**src/rtl/wrs_ram.sv**
```systemverilog
// Generic single-port-write, one-read synchronous RAM with registered read.
// No dependencies.
`timescale 1ns / 1ps
module wrs_ram #(
  parameter int WIDTH = 8,
  parameter int DEPTH = 16
) (
  input  logic                     clk,
  input  logic                     we,
  input  logic [$clog2(DEPTH)-1:0] waddr,
  input  logic [WIDTH-1:0]         wdata,
  input  logic [$clog2(DEPTH)-1:0] raddr,
  output logic [WIDTH-1:0]         rdata
);
  logic [WIDTH-1:0] mem [DEPTH];

  always_ff @(posedge clk) begin
    if (we) begin
      mem[waddr] <= wdata;
    end
    rdata <= mem[raddr];
  end
endmodule

```
**config.mk**
```make
export PLATFORM = sky130hd
export DESIGN_NAME = wrs_ram
export DESIGN_NICKNAME = d
export VERILOG_FILES = /design/src/rtl/wrs_ram.sv
export SDC_FILE = /design/constraint.sdc
export NUM_CORES = 1
export LEC_CHECK = 0
export ABC_AREA = 0
export BUFFER_PORTS_ARGS = -buffer_cell sky130_fd_sc_hd__buf_2
export CELL_PAD_IN_SITES_DETAIL_PLACEMENT = 1
export CELL_PAD_IN_SITES_GLOBAL_PLACEMENT = 2
export CORE_ASPECT_RATIO = 0.5
export CORE_MARGIN = 2
export CORE_UTILIZATION = 44
export DETAILED_ROUTE_END_ITERATION = 8
export HOLD_SLACK_MARGIN = 0.08
export PLACE_DENSITY_LB_ADDON = 0.1
export SLEW_MARGIN = 20
export SYNTH_ARGS = -nofsm -noshare
export SYNTH_HDL_FRONTEND = slang
export SYNTH_SLANG_ARGS = --single-unit
```
**constraint.sdc**
```tcl
create_clock -name clk -period 1.9 [get_ports clk]
set_input_delay 0.19 -clock clk [delete_from_list [all_inputs] [get_ports clk]]
set_output_delay 0.19 -clock clk [all_outputs]
set_load 0.02 [all_outputs]
```
==> metrics <==
status complete, no violations; Syn Inst Count approximately 230; most common cell in the netlist edfxtp_1; Reg power frac 0.478; Peak supply drop approximately 0.58 mV; Core ar. about 11000 um^2; setup bufs post-CTS 0; Filler cells roughly 990; initial DRC count 203; antenna violations before repair 0; hold wc startpoint wdata[5]; Final Max Tran Viols 0; Achievable Freq approximately 660 MHz; EDFF count, synth between 100 and 150; maxcap violations 0; Sw Ratio 0.198; critical path type flop to flop; GP Congestion 0.747; largest area contributor in the netlist edfxtp_1; utilization after layout 0.553; Slew @ Worst Pin around 0.66 ns; R2R Setup Slk a little under 0.4 ns; setup TNS 0 ns; Hold Vio Cnt, Final 0; Cells on Worst Hold Path 1; first-pass GRT wire length 17100 um; row cnt 27; Clk Latency, worst-skew pair between 0.4 and 0.5 ns; crit path time final approximately 1.5 ns; Avg Cell Area, Syn 22.5 um^2; Area contributors post-synth edfxtp_1 75%, mux4_2 7.9%, mux4_1 7.1%; HP Class input port to flop; gr ovfl total 0; Die Y about 80 um; clk sink count 136; Worst Hold Path EP mem[6][5]$_DFFE_PP_; pwr dens 1140 nW/um^2; Synthesis Warnings 0; net count after synthesis about 250; Lkg Pwr around 2.1 nW; RSZ-0062 raised after global routing false; fin nets approximately 300; Internal between 0.005 and 0.006 W; Vias/cell between 5 and 6; max_slew headroom 0.560; cts bufs inserted 17; drt wl/cell around 25 um; Critical Path Source Type flop; r2r startpoint mem[1][1]$_DFFE_PP_; dominant synthesized flop cell edfxtp_1; register bit total from synthesis 136; CTS tree built; final instance area between 6000 and 7000 um^2; Area Growth Syn to Fin 20.1%; PortBufs 25; drt first pass iters 4; number of global-route vias before repair about 2700; DRC 0; power share of the combinational group 0.050; Die Wd around 160 um; ys async rst share 0; Synth top area share 0.747; Post-Place Cell Area 5590 um^2; sequential element share of the synthesized area 0.778; Critical Path AT between 1.5 and 2 ns; via count approximately 2500; Worst Path Required about 2.2 ns; Net Sw Power between 0.001 and 0.0015 W; pin count of the biggest net entering global routing 29; crit path capture type flop; All-Layer GR Usage 0.203; # resized after CTS 0; clk buf depth 2; Reg2Reg Capture Point rdata[1]$_DFF_P_; Clock Power Share 0.472; # hold bufs at CTS 0; DP HPWL roughly 7200 um; routed wire length roughly 11000 um; starting density of the core 0.460; DIE AREA 12600 um^2; crit path max fanout 1; clock-pin slew on the worst setup and hold paths roughly 0.06 ns; H-Tree Depth 4; Cell Area, Synth 5150 um^2; worst clock skew between 0.008 and 0.009 ns; final setup fails 0; Min Hold Slack approximately 0.15 ns; Reg2Reg Depth 3; Synth top cells by count 128 x edfxtp_1, 18 x mux4_2, 16 x a22oi_1; n_diodes 0; clock root buffer clkbuf_16; Period Utilization, post-route 0.792; layout cells sized above 1 0.314; I/O pin total 26; Yosys cell types 19; antenna viol nets, final 0
sequential cells by signal, indices dropped and copies added, names as in the netlist:
name   count
rdata      8
mem      128
power groups by stage:
stage	Sequential [W]	Combinational (W)	Clock [W]
3_5_place_dp	0.00344	0.000353	0
4_1_cts	0.00338	0.000355	0.00338
5_1_grt	0.00338	0.000381	0.00349
6_report	0.00338	0.000350	0.00334
3_3_place_gp	0.00343	0.000343	0
2_1_floorplan	0.00346	0.000170	0
cell type report:
class                           count  area, um^2  area share
Tap cell                          159         199      0.0322
Multi-Input combinational cell     83        1060       0.171
Timing Repair Buffer               49         330      0.0534
Clock buffer                       20         437      0.0706
Sequential cell                   136        4000       0.648
Clock inverter                     11         155      0.0251
cells in the final DEF (no fill, tap or decap), types with 2 or more instances in the layout:
master       n
a22oi_1     16
buf_12       2
buf_2       25
buf_4       22
bufinv_16    4
clkbuf_1     3
clkbuf_16   17
clkinv_1     2
clkinv_2     4
dfxtp_1      8
edfxtp_1   128
mux4_1      14
mux4_2      18
nand2_1      9
nand2b_1     2
nand3b_1     2
nor2_1      13
nor3_1       4
critical path: stages, from the launching register on:
cell and delay [ns]:
edfxtp_1 0.36, mux4_1 0.51, a22oi_1 0.41, nand2_1 0.10
how the worst max path moves through the flow:
stage / from / endpoint
2_1_floorplan: waddr[2] / mem[0][0]$_DFFE_PP_
3_3_place_gp: raddr[0] / rdata[3]$_DFF_P_
3_5_place_dp: raddr[0] / rdata[3]$_DFF_P_
4_1_cts: mem[1][1]$_DFFE_PP_ / rdata[1]$_DFF_P_
5_1_grt: mem[1][1]$_DFFE_PP_ / rdata[1]$_DFF_P_
6_report: mem[1][1]$_DFFE_PP_ / rdata[1]$_DFF_P_
logic make-up (layout without fill, tap and decap cells):
logic type	count (synthesis)	in the layout	share of synthesized area
compound gates	16	16	0.0233
buf+inv	10	80	0.0168
flops	136	136	0.778
mux	32	32	0.150
simple gates	35	35	0.0318
through the flow:
stage,total power (W),setup slack [ns],std cells
floorplan,0.00363,0.217,229
global placement,0.00377,0.00886,427
CTS,0.00711,0.414,458
detailed placement,0.00379,0.0194,427
global route,0.00725,0.284,458
finish,0.00706,0.396,458
metal layers:
metal,wire length [um],global-route usage,share of wire,vias to the layer above
met1,5420,0.283,0.48,1331
met5,0,0,0,-
met3,745,0.0750,0.065,11
met2,5130,0.300,0.45,77
met4,89,0.0615,0.0078,0
li1,-,-,-,1087
(Power assumes the default switching activity.)
